<file path="config.mk">
export PLATFORM = sky130hd
export DESIGN_NAME = spiral_pixel_layout_generator_flat
export DESIGN_NICKNAME = d
export VERILOG_FILES = /design/src/design/spl_pkg.sv /design/src/design/spl_if.sv /design/src/design/spl_walk.sv /design/src/design/spiral_pixel_layout_generator.sv /design/src/flat_wrapper.sv
export VERILOG_INCLUDE_DIRS = /design/src /design/src/design
export SDC_FILE = /design/constraint.sdc
export NUM_CORES = 1
export LEC_CHECK = 0
export ABC_CLOCK_PERIOD_IN_PS = 9600
export BUFFER_PORTS_ARGS = -buffer_cell sky130_fd_sc_hd__buf_2
export CORE_MARGIN = 2
export CORE_UTILIZATION = 45
export CTS_CLUSTER_DIAMETER = 150
export DETAILED_ROUTE_END_ITERATION = 10
export SLEW_MARGIN = 20
export SYNTH_ARGS = -nofsm -noshare
export SYNTH_HDL_FRONTEND = slang
export SYNTH_SLANG_ARGS = --single-unit
</file>
<file path="constraint.sdc">
create_clock -name clk -period 9.6 [get_ports clk]
set_input_delay 0.48 -clock clk [delete_from_list [all_inputs] [get_ports clk]]
set_output_delay 0.48 -clock clk [all_outputs]
set_load 0.05 [all_outputs]
</file>
<file path="src/design/spiral_pixel_layout_generator_defines.svh">
// assertion macros for the spiral pixel layout generator
// expects clk and rst_n in the scope of the including module
`ifndef SPIRAL_PIXEL_LAYOUT_GENERATOR_DEFINES_SVH
`define SPIRAL_PIXEL_LAYOUT_GENERATOR_DEFINES_SVH

// same-cycle implication, disabled in reset
`define SPL_ASSERT_IMP(label, ante, cons) \
    label: assert property (@(posedge clk) disable iff (!rst_n) (ante) |-> (cons)) \
        else $error("spl assertion failed");

// next-cycle implication, disabled in reset
`define SPL_ASSERT_NEXT(label, ante, cons) \
    label: assert property (@(posedge clk) disable iff (!rst_n) (ante) |=> (cons)) \
        else $error("spl assertion failed");

`endif

</file>
<file path="src/design/spl_pkg.sv">
// shared constants, types and register indexes of the spiral pixel layout generator
// no dependencies
package spl_pkg;

    // image and record sizes
    localparam int MAX_SIDE   = 1024;
    localparam int POS_W      = $clog2(MAX_SIDE);
    localparam int MAX_REPEAT = 64;
    localparam int REP_W      = 7;
    localparam int VAL_W      = 16;
    localparam int LEG_W      = 11;
    localparam int CNT_W      = 21;
    localparam int TURN_W     = 3;

    localparam logic [LEG_W-1:0]  LEG_MAX   = 11'd2047;
    localparam logic [TURN_W-1:0] TURNS_MAX = 3'd4;

    // layout codes
    localparam logic [1:0] MODE_SPIRAL = 2'd0;
    localparam logic [1:0] MODE_HSERP  = 2'd1;
    localparam logic [1:0] MODE_VSERP  = 2'd2;

    // walk directions
    localparam logic [1:0] DIR_0 = 2'd0;
    localparam logic [1:0] DIR_1 = 2'd1;
    localparam logic [1:0] DIR_2 = 2'd2;
    localparam logic [1:0] DIR_3 = 2'd3;

    // configuration port
    localparam int CFG_IDX_W  = 3;
    localparam int CFG_DATA_W = 16;

    localparam logic [CFG_IDX_W-1:0] REG_LAYOUT_MODE  = 3'd0;
    localparam logic [CFG_IDX_W-1:0] REG_SIDE_LAST    = 3'd1;
    localparam logic [CFG_IDX_W-1:0] REG_HEIGHT_LAST  = 3'd2;
    localparam logic [CFG_IDX_W-1:0] REG_SAMPLE_LOW   = 3'd3;
    localparam logic [CFG_IDX_W-1:0] REG_SAMPLE_HIGH  = 3'd4;
    localparam logic [CFG_IDX_W-1:0] REG_SAMPLING_OFF = 3'd5;

    // register reset values
    localparam logic [1:0]       MODE_RST      = MODE_SPIRAL;
    localparam logic [POS_W-1:0] SIDE_RST      = 10'd255;
    localparam logic [POS_W-1:0] HEIGHT_RST    = 10'd255;
    localparam logic [VAL_W-1:0] SAMPLE_LO_RST = 16'h0000;
    localparam logic [VAL_W-1:0] SAMPLE_HI_RST = 16'hFFFF;

    // walk state after reset: spiral centred on the reset image
    localparam logic [POS_W-1:0] POS_RST = SIDE_RST >> 1;

    typedef logic [POS_W-1:0] pos_t;

    typedef struct packed {
        logic [1:0] layout_mode;
        pos_t       side_last;
        pos_t       height_last;
    } cfg_t;

    typedef struct packed {
        logic restart;
        logic turn;
        logic draw;
    } walk_cmd_t;

    typedef struct packed {
        pos_t pos_x;
        pos_t pos_y;
        logic steps_zero;
    } walk_stat_t;

endpackage

</file>
<file path="src/design/spl_if.sv">
// record and pixel channel interfaces: valid/ready with payload
// depends on spl_pkg
interface spl_record_if;
    logic                       valid;
    logic                       ready;
    logic                       first_record;
    logic [spl_pkg::VAL_W-1:0]  record_value;
    logic [spl_pkg::VAL_W-1:0]  sample_key;
    logic [spl_pkg::REP_W-1:0]  repeat_count;

    modport source (output valid, first_record, record_value, sample_key, repeat_count,
                    input ready);
    modport sink   (input valid, first_record, record_value, sample_key, repeat_count,
                    output ready);
endinterface

interface spl_pixel_if;
    logic                       valid;
    logic                       ready;
    logic [spl_pkg::POS_W-1:0]  pixel_x;
    logic [spl_pkg::POS_W-1:0]  pixel_y;
    logic [spl_pkg::VAL_W-1:0]  pixel_value;
    logic                       last_pixel;

    modport source (output valid, pixel_x, pixel_y, pixel_value, last_pixel,
                    input ready);
    modport sink   (input valid, pixel_x, pixel_y, pixel_value, last_pixel,
                    output ready);
endinterface

</file>
<file path="src/design/spl_walk.sv">
// walk unit: position, direction and leg state with the shared step/turn logic
// depends on spl_pkg
module spl_walk
(
    input  logic                clk,
    input  logic                rst_n,
    input  spl_pkg::cfg_t       cfg,
    input  spl_pkg::walk_cmd_t  cmd,
    output spl_pkg::walk_stat_t stat
);

    spl_pkg::pos_t                pos_x_reg, pos_x_next;
    spl_pkg::pos_t                pos_y_reg, pos_y_next;
    logic [1:0]                   dir_reg, dir_next;
    logic [spl_pkg::LEG_W-1:0]    leg_reg, leg_next;
    logic [spl_pkg::LEG_W-1:0]    steps_reg, steps_next;
    logic                         second_reg, second_next;

    logic [1:0]                   mode;
    logic [spl_pkg::LEG_W-1:0]    serp_len;
    logic [1:0]                   t_dir;
    logic [spl_pkg::LEG_W-1:0]    t_leg;
    logic [spl_pkg::LEG_W-1:0]    steps_dec;
    spl_pkg::pos_t                dx;
    spl_pkg::pos_t                dy;

    // effective layout: unused code walks as spiral
    always_comb
    begin
        if (cfg.layout_mode == spl_pkg::MODE_HSERP || cfg.layout_mode == spl_pkg::MODE_VSERP)
            mode = cfg.layout_mode;
        else
            mode = spl_pkg::MODE_SPIRAL;
        serp_len = (mode == spl_pkg::MODE_HSERP) ? spl_pkg::LEG_W'(cfg.side_last)
                                                 : spl_pkg::LEG_W'(cfg.height_last);
    end

    // turn unit: next direction and leg length
    always_comb
    begin
        t_dir = dir_reg + 2'd1;
        if (mode != spl_pkg::MODE_SPIRAL)
            t_leg = (leg_reg == spl_pkg::LEG_W'(1)) ? serp_len : spl_pkg::LEG_W'(1);
        else if (second_reg && leg_reg < spl_pkg::LEG_MAX)
            t_leg = leg_reg + spl_pkg::LEG_W'(1);
        else
            t_leg = leg_reg;
        steps_dec = (steps_reg == '0) ? '0 : steps_reg - spl_pkg::LEG_W'(1);
    end

    // step unit: one-pixel move per layout and direction, wrapping at the position width (1024), not at the image edge
    always_comb
    begin
        dx = '0;
        dy = '0;
        unique case (mode)
            spl_pkg::MODE_VSERP:
            begin
                unique case (dir_reg)
                    spl_pkg::DIR_0: dx = spl_pkg::POS_W'(1);
                    spl_pkg::DIR_1: dy = spl_pkg::POS_W'(1);
                    spl_pkg::DIR_2: dx = spl_pkg::POS_W'(1);
                    default:        dy = '1;
                endcase
            end
            spl_pkg::MODE_HSERP:
            begin
                unique case (dir_reg)
                    spl_pkg::DIR_0: dy = spl_pkg::POS_W'(1);
                    spl_pkg::DIR_1: dx = spl_pkg::POS_W'(1);
                    spl_pkg::DIR_2: dy = spl_pkg::POS_W'(1);
                    default:        dx = '1;
                endcase
            end
            default:
            begin
                unique case (dir_reg)
                    spl_pkg::DIR_0: dy = '1;
                    spl_pkg::DIR_1: dx = spl_pkg::POS_W'(1);
                    spl_pkg::DIR_2: dy = spl_pkg::POS_W'(1);
                    default:        dx = '1;
                endcase
            end
        endcase
    end

    // next walk state
    always_comb
    begin
        pos_x_next  = pos_x_reg;
        pos_y_next  = pos_y_reg;
        dir_next    = dir_reg;
        leg_next    = leg_reg;
        steps_next  = steps_reg;
        second_next = second_reg;
        priority if (cmd.restart)
        begin
            dir_next    = spl_pkg::DIR_1;
            second_next = 1'b0;
            if (mode == spl_pkg::MODE_SPIRAL)
            begin
                pos_x_next = cfg.side_last >> 1;
                pos_y_next = cfg.side_last >> 1;
                leg_next   = spl_pkg::LEG_W'(1);
                steps_next = spl_pkg::LEG_W'(1);
            end
            else
            begin
                pos_x_next = '0;
                pos_y_next = '0;
                leg_next   = serp_len;
                steps_next = serp_len;
            end
        end
        else if (cmd.turn)
        begin
            dir_next    = t_dir;
            leg_next    = t_leg;
            steps_next  = t_leg;
            second_next = ~second_reg;
        end
        else if (cmd.draw)
        begin
            pos_x_next = pos_x_reg + dx;
            pos_y_next = pos_y_reg + dy;
            if (steps_dec == '0)
            begin
                dir_next    = t_dir;
                leg_next    = t_leg;
                steps_next  = t_leg;
                second_next = ~second_reg;
            end
            else
            begin
                steps_next = steps_dec;
            end
        end
        else
        begin
            // no command: walk state holds
        end
    end

    // walk registers
    always_ff @(posedge clk or negedge rst_n)
    begin
        if (!rst_n)
        begin
            pos_x_reg  <= spl_pkg::POS_RST;
            pos_y_reg  <= spl_pkg::POS_RST;
            dir_reg    <= spl_pkg::DIR_1;
            leg_reg    <= spl_pkg::LEG_W'(1);
            steps_reg  <= spl_pkg::LEG_W'(1);
            second_reg <= 1'b0;
        end
        else
        begin
            pos_x_reg  <= pos_x_next;
            pos_y_reg  <= pos_y_next;
            dir_reg    <= dir_next;
            leg_reg    <= leg_next;
            steps_reg  <= steps_next;
            second_reg <= second_next;
        end
    end

    assign stat.pos_x      = pos_x_reg;
    assign stat.pos_y      = pos_y_reg;
    assign stat.steps_zero = (steps_reg == '0);

endmodule

</file>
<file path="src/design/spiral_pixel_layout_generator.sv">
// operation: a record is taken in the idle state; a setup state follows, then the walk
//   puts one pixel per cycle into the output register while that register is free,
//   with a leg turn wherever a leg has no steps left (at most four in a row before a
//   pixel); a skipped record returns from setup to idle; no new record until idle again
// reset: rst_n clears registers to their reset values and centres the spiral walk
// top level: record sequencer, configuration registers, output register; uses spl_walk
`include "spiral_pixel_layout_generator_defines.svh"
module spiral_pixel_layout_generator
(
    input  logic                               clk,
    input  logic                               rst_n,
    spl_record_if.sink                         record_ch,
    spl_pixel_if.source                        pixel_ch,
    input  logic                               cfg_we,
    input  logic [spl_pkg::CFG_IDX_W-1:0]      cfg_index,
    input  logic [spl_pkg::CFG_DATA_W-1:0]     cfg_data
);

    typedef enum logic [1:0] {S_IDLE, S_SETUP, S_WALK} state_t;

    state_t                        state_reg, state_next;

    // configuration registers
    logic [1:0]                    mode_reg;
    spl_pkg::pos_t                 side_reg;
    spl_pkg::pos_t                 height_reg;
    logic [spl_pkg::VAL_W-1:0]     sample_lo_reg;
    logic [spl_pkg::VAL_W-1:0]     sample_hi_reg;
    logic                          sampling_off_reg;

    // record and sequencer registers
    logic                          first_reg, first_next;
    logic [spl_pkg::VAL_W-1:0]     value_reg, value_next;
    logic [spl_pkg::VAL_W-1:0]     key_reg, key_next;
    logic [spl_pkg::REP_W-1:0]     reps_reg, reps_next;
    logic [spl_pkg::REP_W-1:0]     n_reg, n_next;
    logic [spl_pkg::CNT_W-1:0]     limit_reg, limit_next;
    logic [spl_pkg::CNT_W-1:0]     drawn_reg, drawn_next;
    logic [spl_pkg::TURN_W-1:0]    turns_reg, turns_next;

    // output register
    logic                          out_valid_reg, out_valid_next;
    spl_pkg::pos_t                 out_x_reg, out_x_next;
    spl_pkg::pos_t                 out_y_reg, out_y_next;
    logic [spl_pkg::VAL_W-1:0]     out_value_reg, out_value_next;
    logic                          out_last_reg, out_last_next;

    spl_pkg::cfg_t                 cfg;
    spl_pkg::walk_cmd_t            walk_cmd;
    spl_pkg::walk_stat_t           walk_stat;

    logic                          rec_xfer;
    logic                          out_free;
    logic                          skip;
    logic [spl_pkg::LEG_W-1:0]     side_p1;
    logic [2*spl_pkg::LEG_W-1:0]   area;
    logic [spl_pkg::REP_W-1:0]     reps_sat;
    logic [spl_pkg::REP_W-1:0]     n_inc;
    logic [spl_pkg::CNT_W-1:0]     drawn_inc;

    assign cfg.layout_mode = mode_reg;
    assign cfg.side_last   = side_reg;
    assign cfg.height_last = height_reg;

    spl_walk u_walk
    (
        .clk   (clk),
        .rst_n (rst_n),
        .cfg   (cfg),
        .cmd   (walk_cmd),
        .stat  (walk_stat)
    );

    // configuration writes
    always_ff @(posedge clk or negedge rst_n)
    begin
        if (!rst_n)
        begin
            mode_reg         <= spl_pkg::MODE_RST;
            side_reg         <= spl_pkg::SIDE_RST;
            height_reg       <= spl_pkg::HEIGHT_RST;
            sample_lo_reg    <= spl_pkg::SAMPLE_LO_RST;
            sample_hi_reg    <= spl_pkg::SAMPLE_HI_RST;
            sampling_off_reg <= 1'b0;
        end
        else if (cfg_we)
        begin
            unique case (cfg_index)
                spl_pkg::REG_LAYOUT_MODE:  mode_reg         <= cfg_data[1:0];
                spl_pkg::REG_SIDE_LAST:    side_reg         <= cfg_data[spl_pkg::POS_W-1:0];
                spl_pkg::REG_HEIGHT_LAST:  height_reg       <= cfg_data[spl_pkg::POS_W-1:0];
                spl_pkg::REG_SAMPLE_LOW:   sample_lo_reg    <= cfg_data;
                spl_pkg::REG_SAMPLE_HIGH:  sample_hi_reg    <= cfg_data;
                spl_pkg::REG_SAMPLING_OFF: sampling_off_reg <= cfg_data[0];
                default: ;
            endcase
        end
    end

    // handshakes and helpers
    assign record_ch.ready = (state_reg == S_IDLE);
    assign rec_xfer        = record_ch.valid && record_ch.ready;
    assign out_free        = !out_valid_reg || pixel_ch.ready;

    assign pixel_ch.valid       = out_valid_reg;
    assign pixel_ch.pixel_x     = out_x_reg;
    assign pixel_ch.pixel_y     = out_y_reg;
    assign pixel_ch.pixel_value = out_value_reg;
    assign pixel_ch.last_pixel  = out_last_reg;

    // repeat count clamp, pixel limit and window test
    always_comb
    begin
        if (record_ch.repeat_count == '0)
            reps_sat = spl_pkg::REP_W'(1);
        else if (record_ch.repeat_count > spl_pkg::REP_W'(spl_pkg::MAX_REPEAT))
            reps_sat = spl_pkg::REP_W'(spl_pkg::MAX_REPEAT);
        else
            reps_sat = record_ch.repeat_count;
        side_p1   = spl_pkg::LEG_W'(side_reg) + spl_pkg::LEG_W'(1);
        area      = side_p1 * side_p1;
        skip      = !sampling_off_reg && (key_reg < sample_lo_reg || key_reg > sample_hi_reg);
        n_inc     = n_reg + spl_pkg::REP_W'(1);
        drawn_inc = drawn_reg + spl_pkg::CNT_W'(1);
    end

    // record sequencer
    always_comb
    begin
        state_next     = state_reg;
        first_next     = first_reg;
        value_next     = value_reg;
        key_next       = key_reg;
        reps_next      = reps_reg;
        n_next         = n_reg;
        limit_next     = limit_reg;
        drawn_next     = drawn_reg;
        turns_next     = turns_reg;
        out_valid_next = out_valid_reg && !pixel_ch.ready;
        out_x_next     = out_x_reg;
        out_y_next     = out_y_reg;
        out_value_next = out_value_reg;
        out_last_next  = out_last_reg;
        walk_cmd       = '0;
        unique case (state_reg)
            S_IDLE:
            begin
                if (rec_xfer)
                begin
                    first_next = record_ch.first_record;
                    value_next = record_ch.record_value;
                    key_next   = record_ch.sample_key;
                    reps_next  = reps_sat;
                    state_next = S_SETUP;
                end
            end
            S_SETUP:
            begin
                walk_cmd.restart = first_reg;
                if (first_reg)
                    drawn_next = '0;
                limit_next = spl_pkg::CNT_W'(area);
                n_next     = '0;
                turns_next = '0;
                state_next = skip ? S_IDLE : S_WALK;
            end
            S_WALK:
            begin
                priority if (n_reg == reps_reg || drawn_reg >= limit_reg)
                begin
                    state_next = S_IDLE;
                end
                else if (walk_stat.steps_zero && turns_reg < spl_pkg::TURNS_MAX)
                begin
                    walk_cmd.turn = 1'b1;
                    turns_next    = turns_reg + spl_pkg::TURN_W'(1);
                end
                else if (out_free)
                begin
                    walk_cmd.draw  = 1'b1;
                    out_valid_next = 1'b1;
                    out_x_next     = walk_stat.pos_x;
                    out_y_next     = walk_stat.pos_y;
                    out_value_next = value_reg;
                    out_last_next  = (n_inc == reps_reg) || (drawn_inc == limit_reg);
                    n_next         = n_inc;
                    drawn_next     = drawn_inc;
                    turns_next     = '0;
                end
                else
                begin
                    // output register still full: wait
                end
            end
            default:
            begin
                state_next = S_IDLE;
            end
        endcase
    end

    // sequencer state and output register
    always_ff @(posedge clk or negedge rst_n)
    begin
        if (!rst_n)
        begin
            state_reg     <= S_IDLE;
            first_reg     <= 1'b0;
            value_reg     <= '0;
            key_reg       <= '0;
            reps_reg      <= '0;
            n_reg         <= '0;
            limit_reg     <= '0;
            drawn_reg     <= '0;
            turns_reg     <= '0;
            out_valid_reg <= 1'b0;
            out_x_reg     <= '0;
            out_y_reg     <= '0;
            out_value_reg <= '0;
            out_last_reg  <= 1'b0;
        end
        else
        begin
            state_reg     <= state_next;
            first_reg     <= first_next;
            value_reg     <= value_next;
            key_reg       <= key_next;
            reps_reg      <= reps_next;
            n_reg         <= n_next;
            limit_reg     <= limit_next;
            drawn_reg     <= drawn_next;
            turns_reg     <= turns_next;
            out_valid_reg <= out_valid_next;
            out_x_reg     <= out_x_next;
            out_y_reg     <= out_y_next;
            out_value_reg <= out_value_next;
            out_last_reg  <= out_last_next;
        end
    end

    // a pixel that is not the record's last leaves the walk busy
    `SPL_ASSERT_IMP(a_busy_mid_record, pixel_ch.valid && pixel_ch.ready && !pixel_ch.last_pixel, !record_ch.ready)
    // the pixel count of a record never passes its repeat count
    `SPL_ASSERT_IMP(a_count_bound, state_reg == S_WALK, n_reg <= reps_reg)
    // no more than four turns before a pixel
    `SPL_ASSERT_IMP(a_turn_bound, walk_cmd.turn, turns_reg < spl_pkg::TURNS_MAX)
    // a taken record always passes through setup
    `SPL_ASSERT_NEXT(a_setup_after_xfer, rec_xfer, state_reg == S_SETUP)

endmodule
</file>
<file path="src/flat_wrapper.sv">
// flat-port wrapper written by rule: the top's interface ports become plain ports
module spiral_pixel_layout_generator_flat 
  (clk, rst_n, cfg_we, cfg_index, cfg_data, record_ch_valid, record_ch_first_record, record_ch_record_value, record_ch_sample_key, record_ch_repeat_count, record_ch_ready, pixel_ch_valid, pixel_ch_pixel_x, pixel_ch_pixel_y, pixel_ch_pixel_value, pixel_ch_last_pixel, pixel_ch_ready);
  spl_record_if record_ch_i ();
  spl_pixel_if pixel_ch_i ();
  input  logic clk;
  input  logic rst_n;
  input  logic cfg_we;
  input  logic [spl_pkg::CFG_IDX_W-1:0] cfg_index;
  input  logic [spl_pkg::CFG_DATA_W-1:0] cfg_data;
  input wire logic [$bits(record_ch_i.valid)-1:0] record_ch_valid;
  input wire logic [$bits(record_ch_i.first_record)-1:0] record_ch_first_record;
  input wire logic [$bits(record_ch_i.record_value)-1:0] record_ch_record_value;
  input wire logic [$bits(record_ch_i.sample_key)-1:0] record_ch_sample_key;
  input wire logic [$bits(record_ch_i.repeat_count)-1:0] record_ch_repeat_count;
  output wire logic [$bits(record_ch_i.ready)-1:0] record_ch_ready;
  output wire logic [$bits(pixel_ch_i.valid)-1:0] pixel_ch_valid;
  output wire logic [$bits(pixel_ch_i.pixel_x)-1:0] pixel_ch_pixel_x;
  output wire logic [$bits(pixel_ch_i.pixel_y)-1:0] pixel_ch_pixel_y;
  output wire logic [$bits(pixel_ch_i.pixel_value)-1:0] pixel_ch_pixel_value;
  output wire logic [$bits(pixel_ch_i.last_pixel)-1:0] pixel_ch_last_pixel;
  input wire logic [$bits(pixel_ch_i.ready)-1:0] pixel_ch_ready;
  assign record_ch_i.valid = record_ch_valid;
  assign record_ch_i.first_record = record_ch_first_record;
  assign record_ch_i.record_value = record_ch_record_value;
  assign record_ch_i.sample_key = record_ch_sample_key;
  assign record_ch_i.repeat_count = record_ch_repeat_count;
  assign record_ch_ready = record_ch_i.ready;
  assign pixel_ch_valid = pixel_ch_i.valid;
  assign pixel_ch_pixel_x = pixel_ch_i.pixel_x;
  assign pixel_ch_pixel_y = pixel_ch_i.pixel_y;
  assign pixel_ch_pixel_value = pixel_ch_i.pixel_value;
  assign pixel_ch_last_pixel = pixel_ch_i.last_pixel;
  assign pixel_ch_i.ready = pixel_ch_ready;
  spiral_pixel_layout_generator u_core (.clk(clk), .rst_n(rst_n), .record_ch(record_ch_i), .pixel_ch(pixel_ch_i), .cfg_we(cfg_we), .cfg_index(cfg_index), .cfg_data(cfg_data));
endmodule
</file>
Yosys cells after proc, flatten, opt, wreduce, memory -nomap -nowiden. Index checks and enable logic that the tools add are counted. W data, S select, Z words.

Word-level logic and storage cells: 174. Output and inout bits: 39. Register bits after elaboration: 232. Bits of input ports: 64.

$lt $le $gt $ge: 6. $mul: 1. Reductions and logical operators: 40. Equality and inequality tests: 25. Add/sub/neg operators: 9. Bitwise operators: 3. Muxes and demuxes: 64.

Operators by type and width (number): $mux W11 (11); $mux W10 (10); $mux W21 (4); $pmux W10 S2 (3); $pmux W21 S2 (1); $mux W7 (5); $logic_not A11 Y1 (2); $add A21 B1 Y21 const B (1); $eq A21 B21 Y1 (1); $ge A21 B21 Y1 (1); $mul A11 B11 Y21 (1); $add A10 B10 Y10 (2); $mux W2 (10); $reduce_and A2 Y1 (10); $gt A16 B16 Y1 (1); $lt A16 B16 Y1 (1); $eq A7 B7 Y1 (2); $pmux W7 S2 (1); $mux W1 (13); $add A10 B1 Y11 const B (1); $add A11 B1 Y11 const B (1); $eq A11 B1 Y1 const B (1); $lt A11 B11 Y1 const B (1); $sub A11 B1 Y11 const B (1); 30 further kinds (63).

Depth between registers and ports, before layout. Gate-level depths: netlist of run 1.

Depth in word-level cells: 11. Gate-level depth with buffers: 25. Depth with buffers taken out: 24.

By module. Synthesis of run 1 repeated with hierarchy kept, for this count alone.

Cells, all modules: 1728. Area total of the unflattened synthesis: 16843.7 um2.

Modules (own cells, without submodules): spiral_pixel_layout_generator (area an instance 13010.0 um2, cells an instance 1277, times used 1, sequential area each 4694.5 um2); spl_walk (area an instance 3833.7 um2, cells an instance 451, times used 1, sequential area each 1147.4 um2).

Worst setup path after synthesis of run 1. No wires, ideal clock.

Path kind: register -> register. Start point: register u_core.side_reg[0]. End point: register u_core.limit_reg[20] (netlist name). Required time: 9.518 ns. Period minus slack after synthesis: 6.410 ns. Setup time: 0.082 ns. Cell stages (with the launch flop): 22. Slack: 3.190 ns. Data arrival time: 6.328 ns. Buffers on the path: 1. Cell sequence: dfstp_2 -> clkbuf_1 -> and3_1 -> nand3_1 -> nor3_1 -> xnor2_1 -> nor2_1 -> fa_1 -> inv_1 -> fa_1 -> fa_1 -> fa_1 -> fa_1 -> inv_1 -> ha_1 -> and4_1 -> nor3b_1 -> a211oi_1 -> a21oi_1 -> o21a_1 -> or4_1 -> a31oi_1.

Longest elaborated chain between the ends: 2.

RTL lines: start: declaration (RTL line spiral_pixel_layout_generator.sv:25) `spl_pkg::pos_t side_reg;`; start signal: assignment (RTL line spiral_pixel_layout_generator.sv:80) `side_reg <= spl_pkg::SIDE_RST;`; start signal: assignment (RTL line spiral_pixel_layout_generator.sv:90) `spl_pkg::REG_SIDE_LAST: side_reg <= cfg_data[spl_pkg::POS_W-1:0];`; $add A10 B1 Y11 (RTL line spiral_pixel_layout_generator.sv:120) `side_p1 = spl_pkg::LEG_W'(side_reg) + spl_pkg::LEG_W'(1);`; $mul A11 B11 Y21 (RTL line spiral_pixel_layout_generator.sv:121) `area = side_p1 * side_p1;`; end signal: assignment (RTL line spiral_pixel_layout_generator.sv:230) `limit_reg <= limit_next;`; end: declaration (RTL line spiral_pixel_layout_generator.sv:37) `logic [spl_pkg::CNT_W-1:0] limit_reg, limit_next;`.

No other way between the ends. A chain may end at the register's enable or synchronous reset.

Worst setup path after layout of run 1. Same ends and word-level chain as after synthesis.

==> results.cfg, run 1 <==
[setup_path]
cp_common_cell = inv_1
crit_chain = ha_1, nand4_1, or2_2, xor2_1, inv_1, nand2_1, inv_1, fa_1, fa_1, inv_1, fa_1, inv_1, fa_1, inv_1, fa_1, inv_1, ha_1, and4_1, nor3b_1, a211oi_1, a21oi_1, o21a_1, or4_1, a31oi_1
rrSetupSlack_ns = 2.71
critPathKind = register to register
slowest_delay_ns = 0.65
crit_slowest_cell = dfstp_2
cp-end-kind = register
reg2reg_depth = 24
path_delay_family = adder cells
crit_fanout = 12
reg2reg_from = u_core.side_reg[0]
path_buf_inv = 6
critPathLaunchType = register
required_ns = 10.07
arrival_ns = 7.37
r2r-end = u_core.limit_reg[20]

[sta]
period_needed_ns = 6.89
slew_violations = 0
finalSetupViolCount = 0
max_clock_freq_mhz = 145
fin_skew_ns = 0.0244
hold_viol = 0
rsz0062_at_grt = false
max_slew_margin = 0.274
worstMarginPinSlew_ns = 1.08
setup_tns_ns = 0
fin_crit_sh = 0.718

[yosys]
avgSynthCellArea_um2 = 9.28
synth_seq_cells = 231
synth-compound-area-share = 0.131
synth_top_family_by_area = adder cells
syn_inst = 1817
ys_seq_area_frac = 0.346
synthFlopType = dfrtp_1
synth_xor_area_frac = 0.0493
netlist_area_um2 = 16900
synth_warnings = 0
synth-edff-count = 0
async_flop_share = 1.00
synth-adder-area-share = 0.179
synthMuxAreaShare = 0.0613
ys_types = 88
yosys.area_share.simple = 0.174

[power_and_ir_drop]
leakage_nw = 8.76
total_power_mw = 7.45
ir_drop_mv = 0.247
p_per_area_nw_per_um2 = 399

[floorplan]
start_util = 0.458
die-area_um2 = 39000
rows = 70
die_w_um = 198
coreArea_um2 = 36800
die_y_um = 198
io_pins = 103

[global_routing]
first_global_vias = 13192
grt_pass1_wl_um = 69800
grt_max_degree = 92
grt.total_usage = 0.221
antenna_found_initial = 0
gr-total-overflow = 0

[routing]
remaining_drc_errors = 0
routed_via_density = 5.59
drt_first_iter_violations = 731
wl_um = 42000
firstDrtPassIters = 7
final_antenna_net_count = 0
vias = 13249
wl_per_cell_um = 17.7

[placement]
dpl_cell_area_um2 = 17800
gp_congestion = 0.915
dpl.cell_count = 2322
dp_hpwl_um = 31400
portBuffers = 102

[min_path]
hold_start = record_ch_record_value[1]
min_to = u_core.value_reg[1]
worstHoldPathCells = 2
worstHoldPathType = primary input to register

[clock_tree]
clkSinkCount = 231
cts.reportedPaths.clkPinSlew_ns = 0.06
htree_levels = 1
cts_resized = 0
cts_root_buf = clkbuf_16
cts_tree = yes
clk_path_buf_depth = 3
clk_latency_ns = 0.55
numCtsBuffers = 27

[layout]
drive_gt1_frac = 0.164
nets = 2150
finalInstanceArea_um2 = 18700
finalNonFillerCells = 2372
final_core_util = 0.508
antenna_cells = 0
area.growth.synth_to_final_pct = 10.8
largest_register_ffs = 21

[run]
drv_cap = 0

[outcome]
outcome = complete, no violations
routing by layer:
layer / track usage / vias up / routed length, µm
met2: 0.344 / 315 / 18700
li1: - / 6420 / -
met3: 0.0285 / 50 / 1980
met5: 0 / - / 0
met1: 0.324 / 6464 / 20400
met4: 0.0576 / 0 / 991
cell usage after synthesis, types with 6 or more instances:
master    instances  area share
buf_1             8      0.0018
and2_1           12      0.0045
a211oi_1         10      0.0045
o31ai_1           9      0.0040
xor2_1           44       0.023
dfrtp_1         182        0.27
o21ai_0          77       0.023
nand2b_1         22      0.0082
a31oi_1           7      0.0026
inv_1           177       0.039
nor2_1          108       0.024
xnor2_1          51       0.026
o31a_1            7      0.0036
nand3_1          47       0.014
a21o_1           15      0.0067
mux2i_1          20       0.012
ha_1            137        0.10
o211ai_1         13      0.0058
nor4_1           10      0.0037
nand2_1         251       0.056
clkbuf_1         62       0.014
o21bai_1          9      0.0040
o311ai_1         13      0.0068
nor2b_1          10      0.0037
o311ai_0          8      0.0042
nand4_1          31       0.012
a221o_1          11      0.0065
o21ai_1           8      0.0024
buf_2             9      0.0027
and3_1           12      0.0045
nor3_1           45       0.013
a21oi_1          68       0.020
and4_1            8      0.0042
nor3b_1           6      0.0027
dfstp_2          49       0.076
mux2_2           74       0.049
o21a_1           14      0.0062
fa_1             65       0.077
o22ai_1           8      0.0030
power by group:
group	switching, mW	total (mW)	internal [mW]
logic	2.88	4.75	1.87
clock network	0.418	1.05	0.631
registers	0.289	1.65	1.36
total	3.59	7.45	3.86
final cells by class:
type | instances | area, µm²
fillers | 3454 | 18100
multi-input cells | 1331 | 10100
flip-flops and latches | 231 | 5840
clock buffers | 40 | 805
inverters | 178 | 668
repair buffers | 115 | 621
well taps | 468 | 586
clock inverters | 9 | 104
what timing repair did:
item | CTS | global route
setup buffers | 0 | 0
endpoints found under the hold margin | 33 | 0
hold buffers | 1 | 0
kinds of logic (layout without fill, tap and decap cells):
family | Yosys count | in the layout
AND/OR/NAND/NOR | 609 | 609
AO/OA/AOI/OAI | 325 | 325
buffers and inverters | 259 | 342
flip-flops | 231 | 231
adder cells (fa/ha/maj) | 202 | 202
XOR/XNOR | 95 | 95
multiplexers | 94 | 94
other | 2 | 6
metrics by stage:
stage                     setup WS [ns]  hold slack (ns)
after floorplan                    3.19            0.184
after global placement             2.85            0.439
after detailed placement           2.73            0.448
after CTS                          2.70            0.155
after global routing               2.31            0.161
final                              2.71            0.177
how the worst max path moves through the flow:
stage / start / end / depth (start not counted) / slack [ns]
global placement: u_core.side_reg[0] / u_core.limit_reg[20] / 24 / 2.85
detailed placement: u_core.side_reg[0] / u_core.limit_reg[20] / 24 / 2.73
floorplan: u_core.side_reg[0] / u_core.limit_reg[20] / 21 / 3.19
CTS: u_core.side_reg[0] / u_core.limit_reg[20] / 24 / 2.70
global route: u_core.side_reg[0] / u_core.limit_reg[20] / 24 / 2.31
finish: u_core.side_reg[0] / u_core.limit_reg[20] / 24 / 2.71
cells in the final DEF, fill, tap and decap left out, drive strengths merged, types with 47 or more instances in the layout:
cell / netlist / layout
nand3: 47 / 47
buf: 19 / 114
a21oi: 68 / 68
mux2: 74 / 74
nand2: 251 / 251
nor2: 111 / 111
dfstp: 49 / 49
inv: 177 / 177
xnor2: 51 / 51
ha: 137 / 137
o21ai: 85 / 85
dfrtp: 182 / 182
fa: 65 / 65
worst register-to-register path: stages (launching register included):
cell and delay, ns:
dfstp_2 0.65, ha_1 0.24, nand4_1 0.14, or2_2 0.31
xor2_1 0.33, inv_1 0.23, nand2_1 0.16, inv_1 0.08
fa_1 0.44, fa_1 0.55, inv_1 0.05, fa_1 0.47
inv_1 0.05, fa_1 0.54, inv_1 0.06, fa_1 0.52
inv_1 0.04, ha_1 0.36, and4_1 0.19, nor3b_1 0.13
a211oi_1 0.29, a21oi_1 0.17, o21a_1 0.20, or4_1 0.46
a31oi_1 0.16
No activity file was read; power rests on OpenSTA's default activity.
==> inputs of run 2 (changes only) <==
--- a/config.mk
+++ b/config.mk
@@ -6,7 +6,8 @@
 export SDC_FILE = /design/constraint.sdc
 export NUM_CORES = 1
 export LEC_CHECK = 0
-export ABC_CLOCK_PERIOD_IN_PS = 9600
+export ABC_AREA = 1
+export ABC_CLOCK_PERIOD_IN_PS = 6600
 export BUFFER_PORTS_ARGS = -buffer_cell sky130_fd_sc_hd__buf_2
 export CORE_MARGIN = 2
 export CORE_UTILIZATION = 45
==> constraint.sdc (replaced) <==
create_clock -name clk -period 6.6 [get_ports clk]
set_input_delay 0.33 -clock clk [delete_from_list [all_inputs] [get_ports clk]]
set_output_delay 0.33 -clock clk [all_outputs]
set_load 0.05 [all_outputs]
==> run 2 against run 1 <==
Critical endpoint is now u_core.limit_reg[16]. Sequential share of layout area down 1.4 points. Highest routed layer unchanged. Sequential power up 41%. Critical path type unchanged. Clock skew down 0.0077 ns.
==> results.cfg, run 2 <==
[global_routing]
gr-total-overflow = 0
antenna_found_initial = 0
grt_max_degree = 151
grt_pass1_wl_um = 72400
first_global_vias = 14575
grt.total_usage = 0.227

[sta]
worstMarginPinSlew_ns = 1.09
max_clock_freq_mhz = 164
hold_viol = 0
rsz0062_at_grt = false
hold_ws_ns = 0.0289
period_needed_ns = 6.11
slew_violations = 0
max_slew_margin = 0.275
setup_tns_ns = 0
finalSetupViolCount = 0
fin_crit_sh = 0.926
fin_skew_ns = 0.0168

[setup_path]
arrival_ns = 6.51
required_ns = 6.99
slowest_delay_ns = 0.58
cp-end-kind = register
critPathKind = register to register
crit_slowest_cell = dfstp_2
crit_fanout = 9
reg2reg_from = u_core.side_reg[1]
cp_common_cell = inv_1
crit_start = u_core.side_reg[1]
critPathLaunchType = register

[yosys]
synth_area_leaders = dfrtp_1 27%, nand2_1 17%, ha_1 10%, fa_1 7.6%, dfstp_2 7.5%
ys_seq_area_frac = 0.340
avgSynthCellArea_um2 = 7.45
synth_warnings = 0
async_flop_share = 1.00
syn_inst = 2308
synth_common_cells = 775 x nand2_1, 297 x inv_1, 182 x dfrtp_1, 162 x o21ai_0, 159 x nor2_1
synth_most_common_cell = nand2_1
synth_seq_cells = 231
ys_types = 52
netlist_area_um2 = 17200
synthFlopType = dfrtp_1
synth_top_area_cell = dfrtp_1
synth-edff-count = 0
yosysTopAreaCellShare = 0.265

[layout]
drive_gt1_frac = 0.101
final_common_cell = nand2_1
antenna_cells = 0
nets = 2699
largest_register_ffs = 21
area.growth.synth_to_final_pct = 13.9
final_cell_mix = 775 x nand2_1, 296 x inv_1, 182 x dfrtp_1, 162 x o21ai_0, 158 x nor2_1
fillCellCount = 3788

[power_and_ir_drop]
leakage_nw = 10.1
total_power_mw = 9.49
ir_drop_mv = 0.316
p_per_area_nw_per_um2 = 485

[floorplan]
start_util = 0.456
rows = 71
coreArea_um2 = 37700
io_pins = 103
die_y_um = 199
die-area_um2 = 39800
die_w_um = 199

[routing]
firstDrtPassIters = 5
final_antenna_net_count = 0
vias = 14966
wl_per_cell_um = 14.9
wl_um = 44200
routed_via_density = 5.05
drt_first_iter_violations = 885
remaining_drc_errors = 0

[placement]
dp_hpwl_um = 33100
portBuffers = 102
gp_congestion = 0.871

[clock_tree]
clkSinkCount = 231
cts_tree = yes
numCtsBuffers = 28
cts.reportedPaths.clkPinSlew_ns = 0.06
clk_path_buf_depth = 3
cts_root_buf = clkbuf_16
cts_setup_buffers = 0
clk_latency_ns = 0.57
htree_levels = 1

[run]
drv_cap = 0

[min_path]
worstHoldPathType = primary input to register
hold_start = record_ch_repeat_count[1]

[outcome]
outcome = complete, no violations
==> run 2: cell count changes after synthesis, sizes merged, moves of 23 or more <==
cell    change
o21ai      +92
clkbuf     -23
nand2     +530
nor3       -33
mux2       -74
inv       +129
nor2       +56
xnor2      -30
nand3     +112
==> run 2: area by class of cell <==
| type | instances | area [µm²] | share of cell area |
|---|---|---|---|
| Timing Repair Buffer | 152 | 1010 | 0.0518 |
| Sequential cell | 231 | 5840 | 0.298 |
| Clock inverter | 14 | 216 | 0.0111 |
| Tap cell | 511 | 639 | 0.0327 |
| Inverter | 307 | 1150 | 0.0590 |
| Clock buffer | 38 | 798 | 0.0408 |
| Multi-Input combinational cell | 1713 | 9910 | 0.506 |
==> run 2: path summary, 6_finish.rpt <==
path	slack, ns	endpoint	cells past startpoint
hold reg to reg	0.47	u_core.pixel_ch.pixel_value[14]	2
hold / removal	0.03	u_core.reps_reg[1]	3
setup / recovery	0.49	u_core.limit_reg[16]	30
min in group asynchronous	0.30	u_core.drawn_reg[12]	2
setup reg to reg	0.49	u_core.limit_reg[16]	30
max in group asynchronous	5.08	u_core.key_reg[6]	3
==> run 2: through the flow <==
stage	std cells	cell area (µm²)	util	worst slack [ns]
2_1_floorplan	2312	17200	-	0.842
3_3_place_gp	2872	18100	0.481	0.494
3_5_place_dp	2872	18100	0.481	0.440
4_1_cts	2966	19600	0.519	0.399
5_1_grt	2966	19600	0.520	0.00276
6_report	2966	19600	0.520	0.486
==> run 2: timing repair <==
| action | CTS | global route |
|---|---|---|
| gates resized for setup | 0 | 4 |
| hold endpoints to repair | 120 | 0 |
| hold buffers | 42 | 0 |
| setup endpoints to repair | 0 | 3 |
==> run 2: logic make-up after synthesis <==
kind of cell    after synthesis  synth area share
simple gates               1164             0.279
buf+inv                     368            0.0847
compound gates              288            0.0914
flops                       231             0.340
fa+ha+maj                   202             0.175
xor+xnor                     53            0.0286
other cells                   2          0.000437
==> run 2: metal layers <==
metal | routed length [µm] | track usage
met2 | 20300 | 0.377
met1 | 21100 | 0.316
met5 | 0 | 0
met4 | 1000 | 0.0560
met3 | 1770 | 0.0267
==> run 2: worst max-delay path: cells and delay by family (launching register included) <==
family	cells	cell delay, ns
fa+ha+maj	7	3.11
simple gates	14	1.66
flops	1	0.58
buf+inv	7	0.41
compound gates	2	0.19
==> run 2: power breakdown <==
part / internal, mW / switching, mW / total (mW)
sequential: 1.94 / 0.382 / 2.32
combinational: 1.89 / 3.60 / 5.49
clock: 1.04 / 0.635 / 1.68
total: 4.87 / 4.62 / 9.49
==> inputs of run 3 (changes only) <==
--- a/config.mk
+++ b/config.mk
@@ -11,6 +11,7 @@
 export BUFFER_PORTS_ARGS = -buffer_cell sky130_fd_sc_hd__buf_2
 export CORE_MARGIN = 2
 export CORE_UTILIZATION = 45
+export CTS_BUF_LIST = sky130_fd_sc_hd__clkbuf_8
 export CTS_CLUSTER_DIAMETER = 150
 export DETAILED_ROUTE_END_ITERATION = 10
 export SLEW_MARGIN = 20
==> run 3 against run 2 <==
Global-route usage increased by 0.63 points. Die area unchanged. Routed wire length grew 1.0%. Clock skew grew 0.0094 ns. Via count increased by 0.89%. Register-to-register slack better by 0.02 ns. Critical path depth shrank 3. Worst hold slack better by 0.040 ns. Clock power down 13%. Critical path type unchanged.
==> results.cfg, run 3 (same netlist as run 2, synthesis figures left out) <==
[outcome]
outcome = complete, no violations

[sta]
finalSetupViolCount = 0
max_clock_freq_mhz = 164
fin_skew_ns = 0.0261
hold_viol = 0
slew_violations = 0
period_needed_ns = 6.09
max_slew_margin = 0.289
fin_crit_sh = 0.923
worstMarginPinSlew_ns = 1.07
worst_slack_ns = 0.505

[layout]
nets = 2721
area.growth.synth_to_final_pct = 13.7
largest_register_ffs = 21
final_cell_mix = 775 x nand2_1, 313 x inv_1, 182 x dfrtp_1, 162 x o21ai_0, 158 x nor2_1
final_common_cell = nand2_1
finalInstanceArea_um2 = 19500
antenna_cells = 0
drive_gt1_frac = 0.107

[placement]
dp_hpwl_um = 33100
gp_congestion = 0.871
portBuffers = 102
dp_slack_ns = 0.440
dpl_cell_area_um2 = 18100

[global_routing]
first_global_vias = 14853
grt_max_degree = 151
antenna_found_initial = 0
grt_pass1_wl_um = 73600
grt.total_usage = 0.233
gr-total-overflow = 0

[clock_tree]
cts_tree = yes
cts.reportedPaths.clkPinSlew_ns = 0.07
numCtsBuffers = 44
cts_setup_buffers = 0
clk_path_buf_depth = 3
cts_root_buf = clkbuf_8
clk_latency_ns = 0.62
clkSinkCount = 231
htree_levels = 2

[floorplan]
die_y_um = 199
coreArea_um2 = 37700
die-area_um2 = 39800
io_pins = 103
start_util = 0.456
die_w_um = 199
rows = 71

[setup_path]
cp_common_cell = inv_1
path_delay_family = adder cells
rrSetupSlack_ns = 0.51
slowest_delay_ns = 0.53
required_ns = 7.06
arrival_ns = 6.56
crit_slowest_cell = dfstp_2
path_buf_inv = 7
critPathLaunchType = register
critPathKind = register to register
cp-end-kind = register
crit_fanout = 13

[routing]
wl_per_cell_um = 14.9
drt_first_iter_violations = 919
final_antenna_net_count = 0
remaining_drc_errors = 0
firstDrtPassIters = 5
routed_via_density = 5.03
wl_um = 44600
vias = 15099

[power_and_ir_drop]
p_int_mw = 4.63
ir_drop_mv = 0.289
switching_share = 0.501
p_sw_mw = 4.65
leakage_nw = 10.2
pwr-share-seq = 0.250
p_comb_frac = 0.592
p_per_area_nw_per_um2 = 475
clock_power_share = 0.157

[min_path]
worstHoldPathType = primary input to register

[run]
drv_cap = 0
run 3: cell types whose count changed in the layout (fill, tap and decap cells not counted), sizes merged:
cell,previous run,this run
clkbuf,38,55
inv,307,325
dlygate4sd3,42,48
bufinv,5,1
clkinv,6,5
run 3: power groups by stage:
stage	logic, mW	clock network [mW]	registers [mW]
2_1_floorplan	3.98	0	2.53
3_3_place_gp	5.39	0	2.33
3_5_place_dp	5.45	0	2.34
4_1_cts	5.51	1.51	2.32
5_1_grt	6.32	1.57	2.39
6_report	5.49	1.46	2.32
run 3: per-stage QoR:
step	cells	TNS (ns)	total power, mW	utilization	hold slack, ns
after floorplan	2312	0	6.51	-	0.0344
after global placement	2872	0	7.71	0.481	0.361
after detailed placement	2872	0	7.79	0.481	0.347
after CTS	3002	0	9.34	0.518	0.0250
after global routing	3002	-0.00593	10.3	0.519	0.0470
final	3002	0	9.28	0.519	0.0692
run 3: final cells by class:
cell class	count	area (µm²)
Clock buffer	55	757
Clock inverter	27	156
Fill cell	3806	18100
Inverter	307	1150
Multi-Input combinational cell	1713	9920
Sequential cell	231	5840
Tap cell	511	639
Timing Repair Buffer	158	1070
run 3: final timing paths:
check	to	depth (start not counted)	from
worst min-delay path	u_core.side_reg[4]	3	cfg_data[4]
max in group asynchronous	u_core.key_reg[6]	3	rst_n
min in group asynchronous	u_core.drawn_reg[12]	2	rst_n
worst min register to register	u_core.pixel_ch.pixel_x[8]	2	u_core.pixel_ch.pixel_x[8]
worst max register to register	u_core.limit_reg[15]	27	u_core.side_reg[0]
worst max-delay path	u_core.limit_reg[15]	27	u_core.side_reg[0]
run 3: routing by layer:
| layer | vias up | global-route usage | part of all wire |
|---|---|---|---|
| met4 | 0 | 0.0785 | 0.023 |
| met5 | - | 0 | 0 |
| met1 | 7022 | 0.315 | 0.47 |
| li1 | 7622 | - | - |
| met2 | 384 | 0.383 | 0.46 |
| met3 | 71 | 0.0338 | 0.052 |
run 3: tightest hold or removal path, cell delays in order:
cell and delay (ns):
buf_2 0.09, inv_1 0.14, o21ai_0 0.11
run 3: repair_timing:
| item | 4_1_cts | 5_1_grt |
|---|---|---|
| gates resized for setup | 0 | 5 |
| endpoints found under the hold margin | 132 | 0 |
| endpoints found under the setup margin | 0 | 3 |
| hold buffers | 48 | 0 |
